[src/rtl/core/lese_pkg.sv]
// ----------------------------------------------------------------------------
// lese_pkg
// Shared types and constants for the lattice edge swap engine.
// ----------------------------------------------------------------------------
package lese_pkg;

    localparam int NODE_BITS   = 6;
    localparam int EDGE_BITS   = 10;
    localparam int WEIGHT_BITS = 16;
    localparam int CELL_BITS   = 2 * NODE_BITS;
    localparam int NODES       = 1 << NODE_BITS;
    localparam int EDGES       = 1 << EDGE_BITS;
    localparam int CELLS       = 1 << CELL_BITS;
    localparam int EWORD_BITS  = 2 * NODE_BITS;
    localparam int NCNT_BITS   = 7;
    localparam int SUM_BITS    = NCNT_BITS + 1;

    localparam logic [NCNT_BITS-1:0] NCNT_RESET = 7'd64;
    localparam logic [NCNT_BITS-1:0] NCNT_MIN   = 7'd2;
    localparam logic [NCNT_BITS-1:0] NCNT_MAX   = 7'd64;

    localparam logic [2:0] CMD_WR_WEIGHT = 3'd0;
    localparam logic [2:0] CMD_RD_WEIGHT = 3'd1;
    localparam logic [2:0] CMD_WR_EDGE   = 3'd2;
    localparam logic [2:0] CMD_RD_EDGE   = 3'd3;
    localparam logic [2:0] CMD_SWAP      = 3'd4;

    localparam logic [2:0] STAT_OK        = 3'd0;
    localparam logic [2:0] STAT_SHARED    = 3'd1;
    localparam logic [2:0] STAT_LINK      = 3'd2;
    localparam logic [2:0] STAT_DIST      = 3'd3;
    localparam logic [2:0] STAT_SAME_EDGE = 3'd4;

    typedef enum logic [2:0] {
        WA_IN, WA_AD, WA_CB, WA_SRC, WA_DST, WA_CLR
    } waddr_sel_t;

    typedef enum logic [1:0] {
        WD_IN, WD_RD, WD_ZERO
    } wdata_sel_t;

    typedef enum logic {
        EA_E1, EA_E2
    } eaddr_sel_t;

    typedef enum logic [1:0] {
        ED_IN, ED_CD, ED_AD, ED_CB
    } edata_sel_t;

    typedef struct packed {
        logic       cap_in;
        logic       clr_step;
        logic       w_we;
        waddr_sel_t w_asel;
        wdata_sel_t w_dsel;
        logic       e_we;
        eaddr_sel_t e_asel;
        edata_sel_t e_dsel;
        logic       lat_ab;
        logic       lat_cd;
        logic       link_first;
        logic       link_next;
        logic       dist_cap;
        logic       set_status;
        logic [2:0] status;
        logic       cap_rw;
        logic       cap_edge;
        logic       load_out;
        logic [1:0] move;
    } ctrl_cmd_t;

    typedef struct packed {
        logic [2:0] command;
        logic       same_edge;
        logic       shared;
        logic       link;
        logic       dist_fail;
        logic       clr_done;
    } dp_stat_t;

endpackage

[src/rtl/core/lese_ctrl.sv]
// ----------------------------------------------------------------------------
// lese_ctrl
// Sequencer: clear sweep, command decode, swap steps, result handoff.
// ----------------------------------------------------------------------------
module lese_ctrl (
    input  logic                aclk,
    input  logic                aresetn,
    input  logic                in_valid,
    output logic                in_ready,
    output logic                out_valid,
    input  logic                out_ready,
    input  lese_pkg::dp_stat_t  stat,
    output lese_pkg::ctrl_cmd_t cmd
);

    typedef enum logic [16:0] {
        ST_CLEAR  = 17'h00001,
        ST_IDLE   = 17'h00002,
        ST_DECODE = 17'h00004,
        ST_WRD    = 17'h00008,
        ST_ERD    = 17'h00010,
        ST_E1RD   = 17'h00020,
        ST_E2RD   = 17'h00040,
        ST_CHECK  = 17'h00080,
        ST_L1     = 17'h00100,
        ST_L2     = 17'h00200,
        ST_DIST   = 17'h00400,
        ST_MRD    = 17'h00800,
        ST_MWR    = 17'h01000,
        ST_MZR    = 17'h02000,
        ST_EW1    = 17'h04000,
        ST_EW2    = 17'h08000,
        ST_DONE   = 17'h10000
    } state_t;

    state_t     state_reg, state_next;
    logic [1:0] move_reg, move_next;
    logic       out_valid_reg, out_valid_next;
    logic       out_free;

    assign out_free = !out_valid_reg || out_ready;
    assign in_ready = (state_reg == ST_IDLE);
    assign out_valid = out_valid_reg;

    always_comb begin
        state_next     = state_reg;
        move_next      = move_reg;
        out_valid_next = out_valid_reg && !out_ready;
        cmd            = '0;
        cmd.move       = move_reg;
        case (state_reg)
            ST_CLEAR: begin
                cmd.clr_step = 1'b1;
                cmd.w_we     = 1'b1;
                cmd.w_asel   = lese_pkg::WA_CLR;
                cmd.w_dsel   = lese_pkg::WD_ZERO;
                if (stat.clr_done) begin
                    state_next = ST_IDLE;
                end
            end
            ST_IDLE: begin
                if (in_valid) begin
                    cmd.cap_in = 1'b1;
                    state_next = ST_DECODE;
                end
            end
            ST_DECODE: begin
                case (stat.command)
                    lese_pkg::CMD_WR_WEIGHT: begin
                        cmd.w_we   = 1'b1;
                        cmd.w_asel = lese_pkg::WA_IN;
                        cmd.w_dsel = lese_pkg::WD_IN;
                        state_next = ST_DONE;
                    end
                    lese_pkg::CMD_RD_WEIGHT: begin
                        cmd.w_asel = lese_pkg::WA_IN;
                        state_next = ST_WRD;
                    end
                    lese_pkg::CMD_WR_EDGE: begin
                        cmd.e_we   = 1'b1;
                        cmd.e_asel = lese_pkg::EA_E1;
                        cmd.e_dsel = lese_pkg::ED_IN;
                        state_next = ST_DONE;
                    end
                    lese_pkg::CMD_RD_EDGE: begin
                        cmd.e_asel = lese_pkg::EA_E1;
                        state_next = ST_ERD;
                    end
                    lese_pkg::CMD_SWAP: begin
                        cmd.e_asel = lese_pkg::EA_E1;
                        if (stat.same_edge) begin
                            cmd.set_status = 1'b1;
                            cmd.status     = lese_pkg::STAT_SAME_EDGE;
                            state_next     = ST_DONE;
                        end else begin
                            state_next = ST_E1RD;
                        end
                    end
                    default: state_next = ST_DONE;
                endcase
            end
            ST_WRD: begin
                cmd.cap_rw = 1'b1;
                state_next = ST_DONE;
            end
            ST_ERD: begin
                cmd.cap_edge = 1'b1;
                state_next   = ST_DONE;
            end
            ST_E1RD: begin
                cmd.lat_ab = 1'b1;
                cmd.e_asel = lese_pkg::EA_E2;
                state_next = ST_E2RD;
            end
            ST_E2RD: begin
                cmd.lat_cd = 1'b1;
                state_next = ST_CHECK;
            end
            ST_CHECK: begin
                if (stat.shared) begin
                    cmd.set_status = 1'b1;
                    cmd.status     = lese_pkg::STAT_SHARED;
                    state_next     = ST_DONE;
                end else begin
                    // c/d are already oriented; rewriting unflipped is harmless
                    cmd.e_we   = 1'b1;
                    cmd.e_asel = lese_pkg::EA_E2;
                    cmd.e_dsel = lese_pkg::ED_CD;
                    cmd.w_asel = lese_pkg::WA_AD;
                    state_next = ST_L1;
                end
            end
            ST_L1: begin
                cmd.link_first = 1'b1;
                cmd.dist_cap   = 1'b1;
                cmd.w_asel     = lese_pkg::WA_CB;
                state_next     = ST_L2;
            end
            ST_L2: begin
                cmd.link_next = 1'b1;
                state_next    = ST_DIST;
            end
            ST_DIST: begin
                move_next = 2'd0;
                if (stat.link) begin
                    cmd.set_status = 1'b1;
                    cmd.status     = lese_pkg::STAT_LINK;
                    state_next     = ST_DONE;
                end else if (stat.dist_fail) begin
                    cmd.set_status = 1'b1;
                    cmd.status     = lese_pkg::STAT_DIST;
                    state_next     = ST_DONE;
                end else begin
                    state_next = ST_MRD;
                end
            end
            ST_MRD: begin
                cmd.w_asel = lese_pkg::WA_SRC;
                state_next = ST_MWR;
            end
            ST_MWR: begin
                cmd.w_we   = 1'b1;
                cmd.w_asel = lese_pkg::WA_DST;
                cmd.w_dsel = lese_pkg::WD_RD;
                state_next = ST_MZR;
            end
            ST_MZR: begin
                cmd.w_we   = 1'b1;
                cmd.w_asel = lese_pkg::WA_SRC;
                cmd.w_dsel = lese_pkg::WD_ZERO;
                move_next  = move_reg + 2'd1;
                state_next = (move_reg == 2'd3) ? ST_EW1 : ST_MRD;
            end
            ST_EW1: begin
                cmd.e_we   = 1'b1;
                cmd.e_asel = lese_pkg::EA_E1;
                cmd.e_dsel = lese_pkg::ED_AD;
                state_next = ST_EW2;
            end
            ST_EW2: begin
                cmd.e_we   = 1'b1;
                cmd.e_asel = lese_pkg::EA_E2;
                cmd.e_dsel = lese_pkg::ED_CB;
                state_next = ST_DONE;
            end
            ST_DONE: begin
                if (out_free) begin
                    cmd.load_out   = 1'b1;
                    out_valid_next = 1'b1;
                    state_next     = ST_IDLE;
                end
            end
            default: state_next = ST_IDLE;
        endcase
    end

    always_ff @(posedge aclk) begin
        if (!aresetn) begin
            state_reg     <= ST_CLEAR;
            move_reg      <= 2'd0;
            out_valid_reg <= 1'b0;
        end else begin
            state_reg     <= state_next;
            move_reg      <= move_next;
            out_valid_reg <= out_valid_next;
        end
    end

    a_accept_decode: assert property (@(posedge aclk) disable iff (!aresetn)
        (in_valid && in_ready) |=> (state_reg == ST_DECODE))
        else $error("accepted transaction not decoded");

    a_done_holds: assert property (@(posedge aclk) disable iff (!aresetn)
        (state_reg == ST_DONE && out_valid_reg && !out_ready) |=> (state_reg == ST_DONE))
        else $error("result overwritten while output stalled");

    a_last_move: assert property (@(posedge aclk) disable iff (!aresetn)
        (state_reg == ST_MZR && move_reg == 2'd3) |=> (state_reg == ST_EW1))
        else $error("swap did not finish after fourth move");

    a_clear_blocks: assert property (@(posedge aclk) disable iff (!aresetn)
        (state_reg == ST_CLEAR) |-> (!in_ready && !out_valid_reg))
        else $error("traffic during clear sweep");

endmodule

[config.mk]
export PLATFORM = sky130hd
export DESIGN_NAME = lese_ctrl
export DESIGN_NICKNAME = d
export VERILOG_FILES = /design/src/rtl/core/lese_pkg.sv /design/src/rtl/core/lese_ctrl.sv
export SDC_FILE = /design/constraint.sdc
export NUM_CORES = 1
export LEC_CHECK = 0
export BUFFER_PORTS_ARGS = -buffer_cell sky130_fd_sc_hd__buf_2
export CORE_ASPECT_RATIO = 1.75
export CORE_MARGIN = 3
export CORE_UTILIZATION = 50
export DETAILED_ROUTE_END_ITERATION = 8
export PLACE_DENSITY_LB_ADDON = 0.05
export REMOVE_ABC_BUFFERS = 1
export SYNTH_ARGS = -nofsm -noshare
export SYNTH_HDL_FRONTEND = slang
export SYNTH_SLANG_ARGS = --single-unit
export TNS_END_PERCENT = 1
[constraint.sdc]
create_clock -name aclk -period 2.8 [get_ports aclk]
set_input_delay 0.14 -clock aclk [delete_from_list [all_inputs] [get_ports aclk]]
set_output_delay 0.14 -clock aclk [all_outputs]
set_load 0.02 [all_outputs]
# After elaboration in Yosys (flattened, before gate mapping)
# Index checks and enable logic that the tools add are counted.
[totals]
register_bits = 20
word_cells = 82
in_bits = 12
[classes]
n_mux = 40
addsub = 1
reduce_logical = 13
eq_ne = 25
[op_table]
columns = ["operator", "n"]
rows = [
  ["one-hot mux 17 bit (15 select lines)", 1],
  ["two-way mux 17 bit", 7],
  ["one-hot mux 17 bit (3 select lines)", 1],
  ["two-way mux 4 bit", 6],
  ["== test 17 x 1 -> 1 bit (second input constant)", 1],
  ["== test 17 x 10 -> 1 bit (second input constant)", 1],
  ["== test 17 x 11 -> 1 bit (second input constant)", 1],
  ["== test 17 x 12 -> 1 bit (second input constant)", 1],
  ["== test 17 x 13 -> 1 bit (second input constant)", 1],
  ["== test 17 x 14 -> 1 bit (second input constant)", 1],
  ["== test 17 x 15 -> 1 bit (second input constant)", 1],
  ["== test 17 x 16 -> 1 bit (second input constant)", 1],
  ["== test 17 bit (second input constant)", 1],
  ["== test 17 x 2 -> 1 bit (second input constant)", 1],
  ["== test 17 x 3 -> 1 bit (second input constant)", 1],
  ["== test 17 x 4 -> 1 bit (second input constant)", 1],
  ["== test 17 x 5 -> 1 bit (second input constant)", 1],
  ["== test 17 x 6 -> 1 bit (second input constant)", 1],
  ["== test 17 x 7 -> 1 bit (second input constant)", 1],
  ["== test 17 x 8 -> 1 bit (second input constant)", 1],
  ["== test 17 x 9 -> 1 bit (second input constant)", 1],
  ["two-way mux 1 bit", 16],
  ["two-way mux 15 bit", 1],
  ["one-hot mux 3 bit (5 select lines)", 1],
  ["19 further kinds", 29],
]

# Logic depth before layout (Yosys ltp)
# Gate-level depths: netlist of run 1.
[depth]
ltp_word = 4
mapped_depth = 7
ltp_nobuf = 6

# Least setup slack after synthesis of run 1
# OpenSTA, ideal clock, no wires.
[synth_path]
path_type = "register to output"
from = "register state_reg[9]"
to = "output cmd[23] (netlist bit)"
arrival_time_ns = 2.050
t_required_ns = 2.660
path_buffers = 1
setup_slack_ns = 0.610
stages_incl_launch_ff = 7
cell_sequence = "dfxtp_1 -> buf_2 -> nor4_4 -> nand4_1 -> and4bb_2 -> nand2_1 -> o311ai_1"
[synth_lines]
columns = ["item", "line", "rtl"]
rows = [
  ["start, declared", "lese_ctrl.sv:36", "state_t state_reg, state_next;"],
  ["start signal, assigned", "lese_ctrl.sv:203", "state_reg <= state_next;"],
  ["end, declared", "lese_ctrl.sv:13", "output lese_pkg::ctrl_cmd_t cmd"],
]

==> impl_results.md, run 1 <==
- Share of layout cells above drive strength 1: 32.0%
- Max Freq: 405 MHz
- Clock sink count: 20
- Drt first-iter violations: 33
- Maximum vdd drop: 295 uV
- Hold_buf cts: 0
- Clock buffer depth: 2
- Mapped Area: 1320 sq um
- Max-cap violations: 0
- Most common cell after layout, fill and taps aside: buf_2
- GR Overflow Total: 0
- DRT antenna net count: 0
- Sequential area share after synthesis: 30.4%
- Status: finished, final reports clean
- Max reg flops: 17
- H-tree Lvls: 1
- CTS tree: yes
- Asr flop ratio synth: 0%
- Final wirelength: 3.60 mm
- Least-Margin Pin Slew: 0.585 ns
- Number of flops mapped to enable cells by yosys: 0
- Clock latency at the later pin of the worst-skew pair: 0.26 ns
- Die X: 44.8 microns
- Crit. End Element: output port
- RSZ-0062 raised after global routing: no
- Most frequent cells in the layout: buf_2, nor2_1, dfxtp_1
- Final core occ: 63.0%
- Minimum clock period: 2.47 ns
- Worst hold margin: 0.0585 ns
- Tot Pwr: 0.624 mW
- Max Slew Vio Count: 0
- Crit Path Class: flop to output port
- Post-CTS Setup Repair Bufs: 0
- Initial DRT Pass Iterations: 4
- YS warnings: 0
- Syn Inst Count: 155
- Clk pin slew, worst setup/hold paths: 0.07 ns
- Vias in the first global route: 1,272
- Final worst-path cycle share: 88.1%
- Ports: 40
- CTS buffer count: 3
- Initial antenna violation count: 0
- Synth Flop Type: dfxtp_1
- Routability cong.: 0.945
- Setup tns final: 0 ns
- Hpwl dp: 2.95 mm
- Avg Vias per Cell: 6.08
- PortBufs: 39
- Final setup violation count: 0
- Post-synthesis cell type count: 52
- Die height: 73.9 microns
- Core Rows: 24
- Leakage: 0.728 nW
- Core Box Area: 2490 sq um
- Hold Fails Final Rpt: 0
- Power density over the cells: 398 nW/um^2
- DR vias: 1,337
- Area Overhead vs Synth: 19.2%
- Crit start category: flop
- Drt drc: 0
- Rel. slew slack: 60.0%
- First-pass GRT wire length: 5.84 mm
- Antenna cell count: 0
- Die ar.: 3310 sq um
- Clock skew: 0.00465 ns
- Mean Syn Cell Area: 8.50 sq um
- CTS resizes: 0
- CP arrival: 2.33 ns
- Hold WC Path Type: input pin to flop
- Largest net degree at the start of global routing: 13
- DR WL/cell: 16.4 microns
- Crit-path max FO: 10
- Root Buffer: clkbuf_8
- Critical path required time: 2.66 ns
- Yosys reg bits: 20
- Starting Density: 52.9%
- Fin nets: 209
- Total track usage: 23.8%
-- cells in the mapped netlist, types with 5 or more instances --
library cell   n  area (sq um)
nand3_1        6          30.0
dfxtp_1       20           400
inv_1          9          33.8
or3_1          5          31.3
nor4_1         6          37.5
nor3_1         8          40.0
a21oi_1        5          25.0
nand4_1        6          37.5
nand2_1        7          26.3
nand2b_1       5          31.3
and2_1         6          37.5
nor2_1        20          75.1
-- stage by stage --
stage	cells	area (sq um)	setup WS, ns
after global placement	217	1530	0.659
after global routing	220	1570	0.129
after detailed placement	217	1530	0.626
after floorplan	152	1300	0.600
final	220	1570	0.333
after CTS	220	1570	0.337
-- per-layer routing --
layer / GRT usage [%] / vias to the layer above / share of wire [%] / wire [microns]
li1: - / 652 / - / -
met1: 25.4 / 628 / 37 / 1330
met2: 44.6 / 44 / 56 / 2010
met3: 2.45 / 13 / 3.8 / 138
met4: 10.7 / 0 / 3.4 / 122
met5: 0 / - / 0 / 0
-- worst max-delay path, stage by stage, from the launching register on --
cell and delay (ns):
dfxtp_1 0.39, nor4_4 0.59, nand4_1 0.19, and4bb_2 0.41
nand2_1 0.08, o311ai_1 0.21, buf_2 0.21
-- worst paths after layout --
kind / startpoint / end / slack, ns / cells after the start
setup / recovery: state_reg[8]$_SDFFE_PN0P_ / cmd[23] / 0.33 / 6
hold / removal: stat[4] / state_reg[5]$_SDFFE_PN0P_ / 0.06 / 2
setup reg to reg: state_reg[8]$_SDFFE_PN0P_ / state_reg[1]$_SDFFE_PN0P_ / 0.70 / 5
hold reg to reg: move_reg[1]$_SDFFE_PN0P_ / move_reg[1]$_SDFFE_PN0P_ / 0.49 / 2
-- logic make-up after synthesis --
family	count (synthesis)	share of synthesized area, %
XOR/XNOR	4	2.66
AND/OR/NAND/NOR	99	51.7
buffers and inverters	14	4.46
flip-flops	20	30.4
adder cells (fa/ha/maj)	1	0.950
AO/OA/AOI/OAI	17	9.88
-- area by class of cell --
cell class | count | area [sq um]
Sequential cell | 20 | 400
Multi-Input combinational cell | 121 | 858
Clock buffer | 3 | 41.3
Timing Repair Buffer | 39 | 195
Inverter | 11 | 42.5
Tap cell | 26 | 32.5
Fill cell | 238 | 922
-- power breakdown --
| part | switching (mW) | internal [mW] |
|---|---|---|
| clock network | 0.0940 | 0.0959 |
| logic | 0.0869 | 0.0498 |
| registers | 0.00836 | 0.289 |
No activity file was read; power rests on OpenSTA's default activity.
==> run 2, diff against run 1 <==
--- a/config.mk
+++ b/config.mk
@@ -5,6 +5,7 @@
 export SDC_FILE = /design/constraint.sdc
 export NUM_CORES = 1
 export LEC_CHECK = 0
+export ABC_AREA = 1
 export BUFFER_PORTS_ARGS = -buffer_cell sky130_fd_sc_hd__buf_2
 export CORE_ASPECT_RATIO = 1.75
 export CORE_MARGIN = 3
==> constraint.sdc (replaced) <==
create_clock -name aclk -period 2.79 [get_ports aclk]
set_input_delay 0.1395 -clock aclk [delete_from_list [all_inputs] [get_ports aclk]]
set_output_delay 0.1395 -clock aclk [all_outputs]
set_load 0.02 [all_outputs]
==> impl_results.md, run 2 <==
- Status: finished, final reports clean
- Hold Fails Final Rpt: 0 (unchanged)
- Power density over the cells: 372 nW/um^2 (-6.3%)
- Family with the most delay on the worst path: simple AND/OR/NAND/NOR gates
- Rel. slew slack: 63.0% (+3.1 points)
- Clock buffer depth: 2 (unchanged)
- Int Pwr: 0.417 mW (-4.1%)
- Crit-path max FO: 11 (+1)
- Switching power: 0.162 mW (-15%)
- Max-cap violations: 0 (unchanged)
- Most frequent cells in the layout: nor2_1, nand2_1, inv_1, buf_2, dfxtp_1
- Crit Reg-Reg Endpoint: state_reg[16]$_SDFFE_PN0P_
- Initial antenna violation count: 0 (unchanged)
- R2R cell count: 11 (+6)
- Critical R2R Launch: state_reg[6]$_SDFFE_PN0P_
- Core Rows: 24 (unchanged)
- Post-synth top area share: 30.3% (-0.058 points)
- Hold_buf cts: 0 (unchanged)
- Final wirelength: 3.25 mm (-9.7%)
- Yosys reg bits: 20 (unchanged)
- CTS tree: yes
- Slowest stage delay, CP: 0.48 ns (-0.11 ns)
- Clock sink count: 20 (unchanged)
- Total track usage: 21.3% (-2.5 points)
- Share of layout cells above drive strength 1: 26.4% (-5.6 points)
- Final worst-path cycle share: 81.5%
- DR WL/cell: 11.8 microns (-28%)
- CTS resizes: 0 (unchanged)
- Hpwl dp: 2.72 mm (-7.8%)
- PortBufs: 39 (unchanged)
- Worst path bufs/invs: 3 (+2)
- Minimum clock period: 2.27 ns
- Yosys top cell by area: dfxtp_1
- Top area cells in the synthesized netlist: dfxtp_1, nor2_1, nand2_1
- Die X: 44.8 microns (about the same)
- Critical Path Slowest Stage Cell: nor2_2
- Multi-input gate area: 724 sq um (-16%)
- YS warnings: 0 (unchanged)
- Starting Density: 53.0% (+0.10 points)
- Core Box Area: 2490 sq um (unchanged)
- Area Overhead vs Synth: 17.8%
- Clock latency at the later pin of the worst-skew pair: 0.26 ns (about the same)
- Die ar.: 3320 sq um (+0.17%)
- Hold Crit Start: stat[4]
- Routability cong.: 0.849 (-10%)
- Least-Margin Pin Slew: 0.554 ns (-0.0315 ns)
- Dpl cells: 273 (+26%)
- Crit. End Element: output port
- Ports: 40 (unchanged)
- Clock skew: 0.00518 ns (+0.000529 ns)
- Switching share of total power: 27.9% (-2.4 points)
- Crit start category: flop
- GR Overflow Total: 0 (unchanged)
- Avg Vias per Cell: 4.99 (-18%)
- Initial DRT Pass Iterations: 4 (unchanged)
- First-pass GRT wire length: 5.17 mm (-11%)
- Critical path required time: 2.65 ns (about the same)
- Sequential area share after synthesis: 30.3% (-0.058 points)
- Drt first-iter violations: 36 (+9.1%)
- Final Instance Area: 1560 sq um (-0.96%)
- Synth Flop Type: dfxtp_1
- Fill count: 269 (+13%)
- Max reg flops: 17 (unchanged)
- Number of flops mapped to enable cells by yosys: 0 (unchanged)
- CP arrival: 2.13 ns (-0.20 ns)
- DP Area: 1510 sq um (-0.98%)
- Die height: 74.0 microns (about the same)
- Tot Pwr: 0.579 mW (-7.2%)
- Clock network fraction of design power: 32.2% (+1.8 points)
- CTS buffer count: 3 (unchanged)
- WHS Endpoint: state_reg[5]$_SDFFE_PN0P_
- Setup tns final: 0 ns (unchanged)
- Cell with the most instances after synthesis: nor2_1
- Register-to-register setup slack: 0.89 ns (+0.19 ns)
- Post-CTS Setup Repair Bufs: 0 (unchanged)
- Fin nets: 265 (+27%)
- DR vias: 1,378 (+3.1%)
- Asr flop ratio synth: 0% (unchanged)
- Worst-path cell chain: nor2_1 > nand2_1 > nor2_2 > nand3_1 > inv_1 > nand2_1 > nand2_1 > nor2_1 > inv_1 > buf_2
- Crit Path Class: flop to output port
- Mean Syn Cell Area: 6.23 sq um (-27%)
- Share of power burned in registers: 50.5% (+2.8 points)
- Antenna cell count: 0 (unchanged)
- Vias in the first global route: 1,236 (-2.8%)
- Mapped Area: 1320 sq um (+0.19%)
- Post-Layout Cell Count: 276 (+25%)
- Most common cell after layout, fill and taps aside: nor2_1
- Largest net degree at the start of global routing: 17 (+4)
- Post-synthesis cell type count: 26 (-50%)
- Syn Inst Count: 212 (+37%)
- H-tree Lvls: 1 (unchanged)
- FF/Latch Area: 400 sq um (unchanged)
- Drt drc: 0 (unchanged)
- Final setup violation count: 0 (unchanged)
- Max Slew Vio Count: 0 (unchanged)
- Max Freq: 440 MHz
- Hold WC Path Type: input pin to flop
- DRT antenna net count: 0 (unchanged)
- Top cell by count, worst path: nand2_1
- Leakage: 0.996 nW (+37%)
- Hold path depth: 2 (unchanged)
- Synth cell count leaders: nor2_1, nand2_1, inv_1
- Maximum vdd drop: 249 uV (-16%)
- Root Buffer: clkbuf_8
- Clk pin slew, worst setup/hold paths: 0.07 ns (about the same)
- Comb power frac: 17.3% (-4.6 points)
- RSZ-0062 raised after global routing: no
## run 2: metrics by stage
stage                     hold slack (ns)  util [%]  setup WS (ns)
final                              0.0696      62.4          0.517
after global routing               0.0699      62.4          0.270
after CTS                          0.0694      62.4          0.485
after detailed placement            0.335      60.7          0.775
after global placement              0.328      60.7          0.814
after floorplan                     0.209         -          0.907
## run 2: power by group through the flow
stage	clock network (mW)	logic (mW)	registers, mW
final	0.186	0.100	0.292
after global routing	0.204	0.112	0.293
after CTS	0.191	0.101	0.292
after detailed placement	0	0.101	0.299
after global placement	0	0.100	0.299
after floorplan	0	0.0679	0.298
## run 2: worst reg2reg max path, delay by kind of cell (launching register included)
kind / cells / cell delay (ns)
simple gates: 9 / 1.36
flops: 1 / 0.32
buf+inv: 2 / 0.17
## run 2: worst max path at each step
stage | from | end | slack (ns) | depth (start not counted)
2_1_floorplan | state_reg[4]$_SDFFE_PN0P_ | cmd[5] | 0.91 | 5
3_5_place_dp | state_reg[6]$_SDFFE_PN0P_ | cmd[8] | 0.77 | 10
6_report | state_reg[6]$_SDFFE_PN0P_ | cmd[8] | 0.52 | 10
4_1_cts | state_reg[6]$_SDFFE_PN0P_ | cmd[8] | 0.48 | 10
5_1_grt | state_reg[6]$_SDFFE_PN0P_ | cmd[8] | 0.27 | 10
3_3_place_gp | state_reg[6]$_SDFFE_PN0P_ | cmd[8] | 0.81 | 10
## run 2: kinds of logic (layout without fill, tap and decap cells)
logic type / count (synthesis) / after routing / share of synthesized area (%)
AOI/OAI and AO/OA: 7 / 7 / 3.03
DFF: 20 / 20 / 30.3
and+or+nand+nor: 137 / 137 / 50.9
buffers and inverters: 47 / 85 / 14.8
adders and majority gates: 1 / 1 / 0.948
## run 2: layer usage
layer	up-vias	GRT usage (%)	share of wire, %	routed length [microns]
met5	-	0	0	0
met4	0	12.4	3.7	119
met3	10	2.91	4.0	129
met2	32	39.4	54	1760
met1	615	21.7	38	1240
li1	721	-	-	-
## run 2: area by class of cell
cell class / count / area share [%]
well taps: 26 / 2.09
multi-input cells: 145 / 46.6
clock buffers: 3 / 2.65
inverters: 43 / 10.4
repair buffers: 39 / 12.6
flip-flops and latches: 20 / 25.7
